**src/rtl/qdd_pkg.sv**
```systemverilog
`default_nettype none

package qdd_pkg;

	// command codes carried by an input transaction
	localparam logic [1:0] CMD_SAMPLE = 2'd0;
	localparam logic [1:0] CMD_APPLY  = 2'd1;
	localparam logic [1:0] CMD_LOAD   = 2'd2;

	// configuration register indexes
	localparam logic CFG_VALUE_MIN = 1'b0;
	localparam logic CFG_VALUE_MAX = 1'b1;

	// configuration reset values
	localparam logic signed [15:0] VALUE_MIN_RST = 16'sd0;
	localparam logic signed [15:0] VALUE_MAX_RST = 16'sd127;

	// legal single transitions, bit n for code n (prev pair, current pair)
	localparam logic [15:0] LEGAL_MOVE = 16'b0110_1001_1001_0110;

	// history patterns that complete one detent
	localparam logic [7:0] HIST_CCW = 8'h2b;
	localparam logic [7:0] HIST_CW  = 8'h17;

	// step encodings
	localparam logic signed [1:0] STEP_NONE = 2'sd0;
	localparam logic signed [1:0] STEP_CW   = 2'sd1;
	localparam logic signed [1:0] STEP_CCW  = -2'sd1;

	// decoder state
	typedef struct packed {
		logic [3:0]         phase_code;
		logic [7:0]         valid_history;
		logic signed [1:0]  step_pending;
		logic signed [15:0] count_value;
	} qdd_state_t;

endpackage

`default_nettype wire

```
**src/rtl/qdd_in_if.sv**
```systemverilog
`default_nettype none

interface qdd_in_if;
	logic               valid;
	logic               ready;
	logic [1:0]         command;
	logic               pin_a;
	logic               pin_b;
	logic signed [15:0] load_value;

	modport source (output valid, output command, output pin_a, output pin_b,
		output load_value, input ready);
	modport sink (input valid, input command, input pin_a, input pin_b,
		input load_value, output ready);
endinterface

`default_nettype wire

```
**src/rtl/qdd_out_if.sv**
```systemverilog
`default_nettype none

interface qdd_out_if;
	logic               valid;
	logic               ready;
	logic signed [1:0]  pending_step;
	logic signed [15:0] current_value;

	modport source (output valid, output pending_step, output current_value,
		input ready);
	modport sink (input valid, input pending_step, input current_value,
		output ready);
endinterface

`default_nettype wire

```
**src/rtl/quadrature_detent_decoder_core.sv**
```systemverilog
`default_nettype none

// pipeline: the input register captures an accepted transaction, and stage 1
//   moves into the result register once that register is free
// throughput: one transaction per cycle while the result side is ready; the state update is a single
//   table lookup and 17-bit add/compare between the input and result registers
// reset: arst_n clears decoder state, pipeline valids and the result register,
//   and sets value_min to 0 and value_max to 127

module quadrature_detent_decoder_core import qdd_pkg::*; (
	input  logic               clk,
	input  logic               arst_n,
	qdd_in_if.sink             in_ch,
	qdd_out_if.source          out_ch,
	input  logic               cfg_we,
	input  logic               cfg_index,
	input  logic [15:0]        cfg_data
);

	logic                valid_s1;
	logic [1:0]          command_s1;
	logic                pin_a_s1;
	logic                pin_b_s1;
	logic signed [15:0]  load_value_s1;
	logic                out_valid_q;
	logic signed [1:0]   pending_step_q;
	logic signed [15:0]  current_value_q;
	logic signed [15:0]  value_min_q;
	logic signed [15:0]  value_max_q;
	qdd_state_t          state_q;
	qdd_state_t          state_next;
	logic                advance;

	// stage 1 moves into the result register when that register is free
	assign advance     = valid_s1 && (!out_valid_q || out_ch.ready);
	assign in_ch.ready = !valid_s1 || advance;

	// configuration registers
	always_ff @(posedge clk or negedge arst_n) begin
		if (!arst_n) begin
			value_min_q <= VALUE_MIN_RST;
			value_max_q <= VALUE_MAX_RST;
		end else if (cfg_we) begin
			unique case (cfg_index)
				CFG_VALUE_MIN: value_min_q <= cfg_data;
				CFG_VALUE_MAX: value_max_q <= cfg_data;
				default: begin
				end
			endcase
		end
	end

	// input register
	always_ff @(posedge clk or negedge arst_n) begin
		if (!arst_n) begin
			valid_s1 <= 1'b0;
		end else if (in_ch.ready) begin
			valid_s1 <= in_ch.valid;
		end
	end

	always_ff @(posedge clk) begin
		if (in_ch.valid && in_ch.ready) begin
			command_s1    <= in_ch.command;
			pin_a_s1      <= in_ch.pin_a;
			pin_b_s1      <= in_ch.pin_b;
			load_value_s1 <= in_ch.load_value;
		end
	end

	// decoder state update
	qdd_step u_step (
		.state      (state_q),
		.command    (command_s1),
		.pin_a      (pin_a_s1),
		.pin_b      (pin_b_s1),
		.load_value (load_value_s1),
		.value_min  (value_min_q),
		.value_max  (value_max_q),
		.state_next (state_next)
	);

	always_ff @(posedge clk or negedge arst_n) begin
		if (!arst_n) begin
			state_q <= '0;
		end else if (advance) begin
			state_q <= state_next;
		end
	end

	// result register
	always_ff @(posedge clk or negedge arst_n) begin
		if (!arst_n) begin
			out_valid_q <= 1'b0;
		end else if (advance) begin
			out_valid_q <= 1'b1;
		end else if (out_ch.ready) begin
			out_valid_q <= 1'b0;
		end
	end

	always_ff @(posedge clk or negedge arst_n) begin
		if (!arst_n) begin
			pending_step_q  <= STEP_NONE;
			current_value_q <= '0;
		end else if (advance) begin
			pending_step_q  <= state_next.step_pending;
			current_value_q <= state_next.count_value;
		end
	end

	assign out_ch.valid         = out_valid_q;
	assign out_ch.pending_step  = pending_step_q;
	assign out_ch.current_value = current_value_q;

	// the pending step never holds the unused code
	a_step_code: assert property (@(posedge clk) disable iff (!arst_n)
		state_q.step_pending != 2'b10)
		else $error("pending step holds an illegal code");

	// a stalled result with a full input stage blocks new transactions
	a_no_overrun: assert property (@(posedge clk) disable iff (!arst_n)
		(out_valid_q && !out_ch.ready && valid_s1) |-> !in_ch.ready)
		else $error("input accepted while both stages are blocked");

	// a load clears the phase tracking and reports the loaded count
	a_load: assert property (@(posedge clk) disable iff (!arst_n)
		(advance && command_s1 == CMD_LOAD) |=>
		(state_q.valid_history == 8'h00 && state_q.phase_code == 4'h0
		&& out_ch.current_value == $past(load_value_s1)))
		else $error("load did not clear state or set count");

	// an applied step only ever lands inside the configured range
	a_apply_range: assert property (@(posedge clk) disable iff (!arst_n)
		(advance && command_s1 == CMD_APPLY
		&& state_next.count_value != state_q.count_value) |->
		(state_next.count_value >= value_min_q
		&& state_next.count_value <= value_max_q))
		else $error("applied step left the configured range");

	// result payload only changes when a new result is loaded
	a_result_hold: assert property (@(posedge clk) disable iff (!arst_n)
		!advance |=> $stable(current_value_q) && $stable(pending_step_q))
		else $error("result changed without a new transaction");

endmodule

`default_nettype wire

```
**src/rtl/qdd_step.sv**
```systemverilog
`default_nettype none

module qdd_step import qdd_pkg::*; (
	input  qdd_state_t         state,
	input  logic [1:0]         command,
	input  logic               pin_a,
	input  logic               pin_b,
	input  logic signed [15:0] load_value,
	input  logic signed [15:0] value_min,
	input  logic signed [15:0] value_max,
	output qdd_state_t         state_next
);

	logic [3:0]         code;
	logic [7:0]         history;
	logic signed [16:0] sum;
	logic               in_range;

	// shift in the new phase pair and extend the history
	assign code    = {state.phase_code[1:0], pin_a, pin_b};
	assign history = {state.valid_history[3:0], code};

	// candidate count after the pending step, no wrap
	assign sum      = {state.count_value[15], state.count_value}
		+ {{15{state.step_pending[1]}}, state.step_pending};
	assign in_range = (sum <= $signed({value_max[15], value_max}))
		&& (sum >= $signed({value_min[15], value_min}));

	// next state per command
	always_comb begin
		state_next = state;
		unique case (command)
			CMD_SAMPLE: begin
				state_next.phase_code = code;
				if (LEGAL_MOVE[code]) begin
					state_next.valid_history = history;
					if (history == HIST_CCW) begin
						state_next.step_pending = STEP_CCW;
					end else if (history == HIST_CW) begin
						state_next.step_pending = STEP_CW;
					end
				end else begin
					// bounce drops the pending step
					state_next.step_pending = STEP_NONE;
				end
			end
			CMD_APPLY: begin
				if (in_range) begin
					state_next.count_value  = sum[15:0];
					state_next.step_pending = STEP_NONE;
				end
			end
			CMD_LOAD: begin
				state_next.count_value   = load_value;
				state_next.valid_history = '0;
				state_next.phase_code    = '0;
				state_next.step_pending  = STEP_NONE;
			end
			default: begin
				state_next = state;
			end
		endcase
	end

endmodule

`default_nettype wire

```
**src/flat_wrapper.sv**
```systemverilog
// flat-port wrapper written by rule: the top's interface ports become plain ports
module quadrature_detent_decoder_core_flat import qdd_pkg::*;
  (clk, arst_n, cfg_we, cfg_index, cfg_data, in_ch_valid, in_ch_command, in_ch_pin_a, in_ch_pin_b, in_ch_load_value, in_ch_ready, out_ch_valid, out_ch_pending_step, out_ch_current_value, out_ch_ready);
  qdd_in_if in_ch_i ();
  qdd_out_if out_ch_i ();
  input  logic clk;
  input  logic arst_n;
  input  logic cfg_we;
  input  logic cfg_index;
  input  logic [15:0] cfg_data;
  input wire logic [$bits(in_ch_i.valid)-1:0] in_ch_valid;
  input wire logic [$bits(in_ch_i.command)-1:0] in_ch_command;
  input wire logic [$bits(in_ch_i.pin_a)-1:0] in_ch_pin_a;
  input wire logic [$bits(in_ch_i.pin_b)-1:0] in_ch_pin_b;
  input wire logic [$bits(in_ch_i.load_value)-1:0] in_ch_load_value;
  output wire logic [$bits(in_ch_i.ready)-1:0] in_ch_ready;
  output wire logic [$bits(out_ch_i.valid)-1:0] out_ch_valid;
  output wire logic [$bits(out_ch_i.pending_step)-1:0] out_ch_pending_step;
  output wire logic [$bits(out_ch_i.current_value)-1:0] out_ch_current_value;
  input wire logic [$bits(out_ch_i.ready)-1:0] out_ch_ready;
  assign in_ch_i.valid = in_ch_valid;
  assign in_ch_i.command = in_ch_command;
  assign in_ch_i.pin_a = in_ch_pin_a;
  assign in_ch_i.pin_b = in_ch_pin_b;
  assign in_ch_i.load_value = in_ch_load_value;
  assign in_ch_ready = in_ch_i.ready;
  assign out_ch_valid = out_ch_i.valid;
  assign out_ch_pending_step = out_ch_i.pending_step;
  assign out_ch_current_value = out_ch_i.current_value;
  assign out_ch_i.ready = out_ch_ready;
  quadrature_detent_decoder_core u_core (.clk(clk), .arst_n(arst_n), .in_ch(in_ch_i), .out_ch(out_ch_i), .cfg_we(cfg_we), .cfg_index(cfg_index), .cfg_data(cfg_data));
endmodule
```
**config.mk**
```make
export PLATFORM = sky130hd
export DESIGN_NAME = quadrature_detent_decoder_core_flat
export DESIGN_NICKNAME = d
export VERILOG_FILES = /design/src/rtl/qdd_pkg.sv /design/src/rtl/qdd_in_if.sv /design/src/rtl/qdd_out_if.sv /design/src/rtl/quadrature_detent_decoder_core.sv /design/src/rtl/qdd_step.sv /design/src/flat_wrapper.sv
export SDC_FILE = /design/constraint.sdc
export NUM_CORES = 1
export LEC_CHECK = 0
export BUFFER_PORTS_ARGS = -buffer_cell sky130_fd_sc_hd__buf_2
export CORE_MARGIN = 8
export CORE_UTILIZATION = 59
export DETAILED_ROUTE_END_ITERATION = 8
export HOLD_SLACK_MARGIN = 0.1
export PLACE_DENSITY = 0.81
export SYNTH_ARGS = -nofsm -noshare
export SYNTH_HDL_FRONTEND = slang
export SYNTH_SLANG_ARGS = --single-unit
```
**constraint.sdc**
```tcl
create_clock -name clk -period 5.2 [get_ports clk]
set_clock_uncertainty 0.05 [all_clocks]
set_input_delay 0.26 -clock clk [delete_from_list [all_inputs] [get_ports clk]]
set_output_delay 0.26 -clock clk [all_outputs]
set_load 0.02 [all_outputs]
```
# After elaboration in Yosys (flattened, before gate mapping)
# Memories as Yosys holds them, arrays and structs flattened.
# Index checks and enable logic that the tools add are counted.
[totals] register_bits=78 romBits=16 inputBits=42 output_inout_bits=20 wordCells=54 n_memories=1
[classes] n_addsub=1 order_cmp=3 eq_ne=7 n_mux=11 bitwise_logic=1 n_reduce_logical=18
[mem_list] name="(no name shown)" words=16 width=1 rd=1 rd_clocked_by_memory_dff=0 wr=0 line_no="qdd_step.sv:35" rtl="if (LEGAL_MOVE[code]) begin"
[ops] operator="16-bit case mux with 2 select lines" count=1
[ops] operator="10-bit case mux with 2 select lines" count=1
[ops] operator="18-bit two-way mux" count=1
[ops] operator="16-bit by 2-bit adder with 17-bit output" count=1
[ops] operator="17-bit by 16-bit >= comparator with 1-bit output" count=1
[ops] operator="17-bit by 16-bit <= comparator with 1-bit output" count=1
[ops] operator="8-bit by 5-bit equality test with 1-bit output (second input constant)" count=1
[ops] operator="8-bit by 6-bit equality test with 1-bit output (second input constant)" count=1
[ops] operator="8-bit two-way mux" count=1
[ops] operator="2-bit two-way mux" count=3
[ops] operator="2-bit case mux with 3 select lines" count=1
[ops] operator="2-bit AND reduction" count=3
[ops] operator="3-bit AND reduction" count=2
[ops] operator="2-bit nonzero test" count=3
[ops] operator="4-bit by 5-bit less-than comparator with 1-bit output (second input constant)" count=1
[ops] operator="2-bit != test (second input constant)" count=2
[ops] operator="4-bit != test (second input constant)" count=1
[ops] operator="4-bit AND reduction" count=1
[ops] operator="1-bit logical AND" count=3
[ops] operator="1-bit two-way mux" count=3
[ops] operator="3-bit nonzero test" count=1
[ops] operator="2-bit by 1-bit equality test with 1-bit output (second input constant)" count=1
[ops] operator="2-bit equality test (second input constant)" count=1
[ops] operator="1-bit zero test" count=2
[ops] operator="other kinds (3)" count=4

# Depth between registers and ports, before layout
[depth] word_depth=5 ltp_mapped=17 ltp_nobuf=16

# Modules after synthesis
# A second synthesis with hierarchy kept.
[unflattened] hier_cells=553 area_unflattened_um2=5878.1
[by_module_without_submodules] module="quadrature_detent_decoder_core" instances=1 cells_each=178 area_each_um2=3203.1 seq_area_each_um2=2210.9
[by_module_without_submodules] module="qdd_step" instances=1 cells_each=375 area_each_um2=2675.1 seq_area_each_um2=0.0

# Worst setup path after synthesis
# OpenSTA, ideal clock, no wires.
[synth_timing] path_kind="reg2reg" start="reg u_core.out_ch.pending_step[1] (netlist name)" end="reg u_core.pending_step_q[1] (netlist: u_core.out_ch.pending_step[1])" setup_ns=0.125 t_arrival_ns=3.753 t_required_ns=5.025 setup_slack_ns=1.273 stages_incl_launch_ff=15 n_path_buf=0 synth_period_minus_slack_ns=3.927 path_cell_list="dfrtp_1 > fa_1 > a21oi_1 > o2111ai_1 > a21o_1 > a21oi_1 > xnor2_1 > ha_1 > nand4_1 > a2111oi_2 > nor3_1 > nor4_2 > o32ai_2 > a2111oi_4 > mux2_2"
[synth_rtl] item="end signal: assignment" line_no="quadrature_detent_decoder_core.sv:107" rtl="pending_step_q <= state_next.step_pending;"
[synth_rtl] item="end: declaration" line_no="quadrature_detent_decoder_core.sv:26" rtl="logic signed [1:0] pending_step_q;"

==> results.ini <==
[outcome]
status = complete, no violations

[route]
post_drt_wl_per_cell_um = 16.9
drtPass1Iterations = 4
drt_iter0_markers = 107
ant_nets = 0
viasPerCell = 5.57
dr_total_vias = 3651
finalWirelength_um = 11100
drc_errors = 0

[clock_tree]
root_buffer = clkbuf_8
cts_tree = yes
cts.clk_slew.worst_paths_ns = 0.09
cts.hold.buffers_added = 38
cts-htree-levels = 3
clock_path_buffers = 2
post_cts_buffers = 0
clk_latency_ns = 0.36
numCtsBuffers = 9
cts_resized = 0
clock_sinks = 78

[worst_setup_path]
crit_slowest_cell = dfrtp_1
r2r_slack_ns = 0.36
reg2reg_depth = 14
worst_path_most_repeated_cell = a21oi_1
cp-start-kind = flop
reg2reg_from = u_core.out_ch.pending_step[1]
cpPeakStageDelay_ns = 0.66
reg2reg_to = u_core.out_ch.current_value[3]
cp.required_ns = 5.39
cp-startpoint = u_core.out_ch.pending_step[1]
crit_fanout = 18
criticalPathCategory = flop to flop
cp-end-kind = flop
crit_arrival_ns = 5.03
crit_chain = fa_1 -> a21oi_1 -> o2111ai_1 -> a21o_1 -> a21oi_1 -> xnor2_1 -> ha_1 -> nand4_1 -> a2111oi_2 -> nor3_1 -> nor4_2 -> o32ai_2 -> o21ai_4 -> mux2_2

[pwr]
finalPower_mw = 2.57
leakagePower_nw = 2.71
combPwrFrac = 0.449
power_switching_uw = 988
p_int_mw = 1.58
swShare = 0.385
clock_power_share = 0.219
vdd_drop_max_mv = 0.310
powerDensity_mw_per_mm2 = 440
p_seq_frac = 0.332

[finish]
final_common_cell = buf_2
drive_gt1_frac = 0.245
final_cell_mix = buf_2 (61), ha_1 (55), dfrtp_1 (51)
nets = 643
area_growth_pct = 18.6
design_area_mm2 = 0.00584
antennaDiodeCount = 0
fillCellCount = 577

[timing]
fin_tns_setup_ns = 0
slew_viol_final = 0
period_share = 0.930
timing_hold_violations_final = 0
worstMarginPinSlew_ns = 1.05
holdWs_ns = 0.157
max_freq_mhz = 207
setup_viol = 0
max_slew_margin = 0.299
period_needed_ns = 4.84
rsz0062_at_grt = false

[place]
placed_cell_area_mm2 = 0.00522
gp_congestion = 0.939
port-buffer-count = 61
dpl.hpwl_um = 7990

[global_route]
antenna_found_initial = 0
grt_start_max_net_pins = 59
grtUsageTotal = 0.203
grt_pass1_vias = 3895
grt_pass1_wl_um = 18600
gr-total-overflow = 0

[synth]
yosysTopAreaCell = dfrtp_1
synth-edff-count = 20
postSynth.topFlopCell = dfrtp_1
async_reset_ff_frac = 0.744
ys_ff_latch = 78
syn_avg_cell_area_um2 = 10.8
postSynthCellCount = 458
seq_area_frac_synth = 0.418
syn_area_mm2 = 0.00493
syn_nets = 556
ys_warn_count = 0
synth_cell_types = 53
synth_top_area_share = 0.259
synthTopCellsByArea = dfrtp_1 (26%), ha_1 (14%), edfxtp_1 (12%)

[die]
design.core.area_mm2 = 0.00818
dieHeight_um = 107
start_util = 0.603
row_count = 33
ios = 62
die-area_mm2 = 0.0115
dieWidth_um = 107

[hold_path]
min_to = u_core.valid_s1
worstHoldStart = out_ch_ready
min_path_cells = 3
holdCritPathClass = primary input to flop

[job]
maxCapViolations = 0

[cells by family (layout without fill, tap and decap cells)]
| family | Yosys count | count (layout) | synth area share |
|---|---|---|---|
| and+or+nand+nor | 95 | 95 | 0.0995 |
| xor gates and xnor gates | 15 | 15 | 0.0267 |
| muxes | 51 | 51 | 0.118 |
| DFF | 78 | 78 | 0.418 |
| buffers and inverters | 73 | 165 | 0.0708 |
| adders and majority gates | 56 | 56 | 0.144 |
| AOI/OAI and AO/OA | 90 | 90 | 0.123 |
[power by group through the flow]
stage | logic (mW) | clock network, mW | registers [mW]
2_1_floorplan | 0.904 | 0 | 0.830
3_3_place_gp | 1.06 | 0 | 0.859
3_5_place_dp | 1.11 | 0 | 0.865
4_1_cts | 1.15 | 0.566 | 0.853
5_1_grt | 1.28 | 0.589 | 0.872
6_report | 1.15 | 0.563 | 0.853
[state kept, by name, summed over array words and instances (netlist names), 2 cells and up]
name,cells
u_core.out_ch.current_value,16
u_core.state_q,6
u_core.command_s1,2
u_core.out_ch.pending_step,2
u_core.value_max_q,16
u_core.value_min_q,16
u_core.load_value_s1,16
[per-stage QoR]
| stage | cells | setup slack (ns) | util |
|---|---|---|---|
| 3_3_place_gp | 601 | 0.601 | 0.638 |
| 6_report | 655 | 0.363 | 0.715 |
| 5_1_grt | 655 | 0.0825 | 0.715 |
| 2_1_floorplan | 458 | 1.27 | - |
| 4_1_cts | 655 | 0.378 | 0.715 |
| 3_5_place_dp | 601 | 0.461 | 0.638 |
[cell type report]
| cell class | instances | area [µm²] | area share |
|---|---|---|---|
| timing repair buffer | 102 | 708 | 0.121 |
| inverter | 47 | 176 | 0.0302 |
| clock buffer | 9 | 124 | 0.0212 |
| tap | 105 | 131 | 0.0225 |
| clock inverter | 7 | 121 | 0.0208 |
| multi-input combinational | 307 | 2520 | 0.431 |
| sequential | 78 | 2060 | 0.353 |
[worst max path at each step]
| stage | endpoint | slack (ns) | cells after the start |
|---|---|---|---|
| final | u_core.out_ch.current_value[3] | 0.36 | 14 |
| after global routing | u_core.out_ch.current_value[5] | 0.08 | 14 |
| after CTS | u_core.out_ch.current_value[5] | 0.38 | 14 |
| after detailed placement | u_core.out_ch.current_value[5] | 0.46 | 14 |
| after global placement | u_core.out_ch.current_value[15] | 0.60 | 14 |
| after floorplan | u_core.out_ch.pending_step[1] | 1.27 | 14 |
[cell usage after synthesis (11+ instances only)]
library cell	instances
mux2_2	35
edfxtp_1	20
inv_1	47
dfrtp_1	51
nand2_1	33
a21oi_1	21
mux2i_1	11
ha_1	55
o21ai_0	29
xnor2_1	11
buf_4	18
nor2_1	15
[worst max-delay path, delay by kind of cell, from the launching register on]
kind	cells	cell delay, ns
flip-flops	1	0.66
AO/OA/AOI/OAI	7	2.01
AND/OR/NAND/NOR	3	0.51
adder cells (fa/ha/maj)	2	0.89
XOR/XNOR	1	0.17
multiplexers	1	0.41
[routing by layer]
metal  GRT usage  wire, µm  part of all wire  vias to the layer above
li1            -         -                 -                     1794
met1       0.227      4650              0.42                     1746
met2       0.367      5790              0.52                       92
met3      0.0395       431             0.039                       19
met4      0.0872       224             0.020                        0
met5           0         0                 0                        -
No activity file was read; power rests on OpenSTA's default activity.
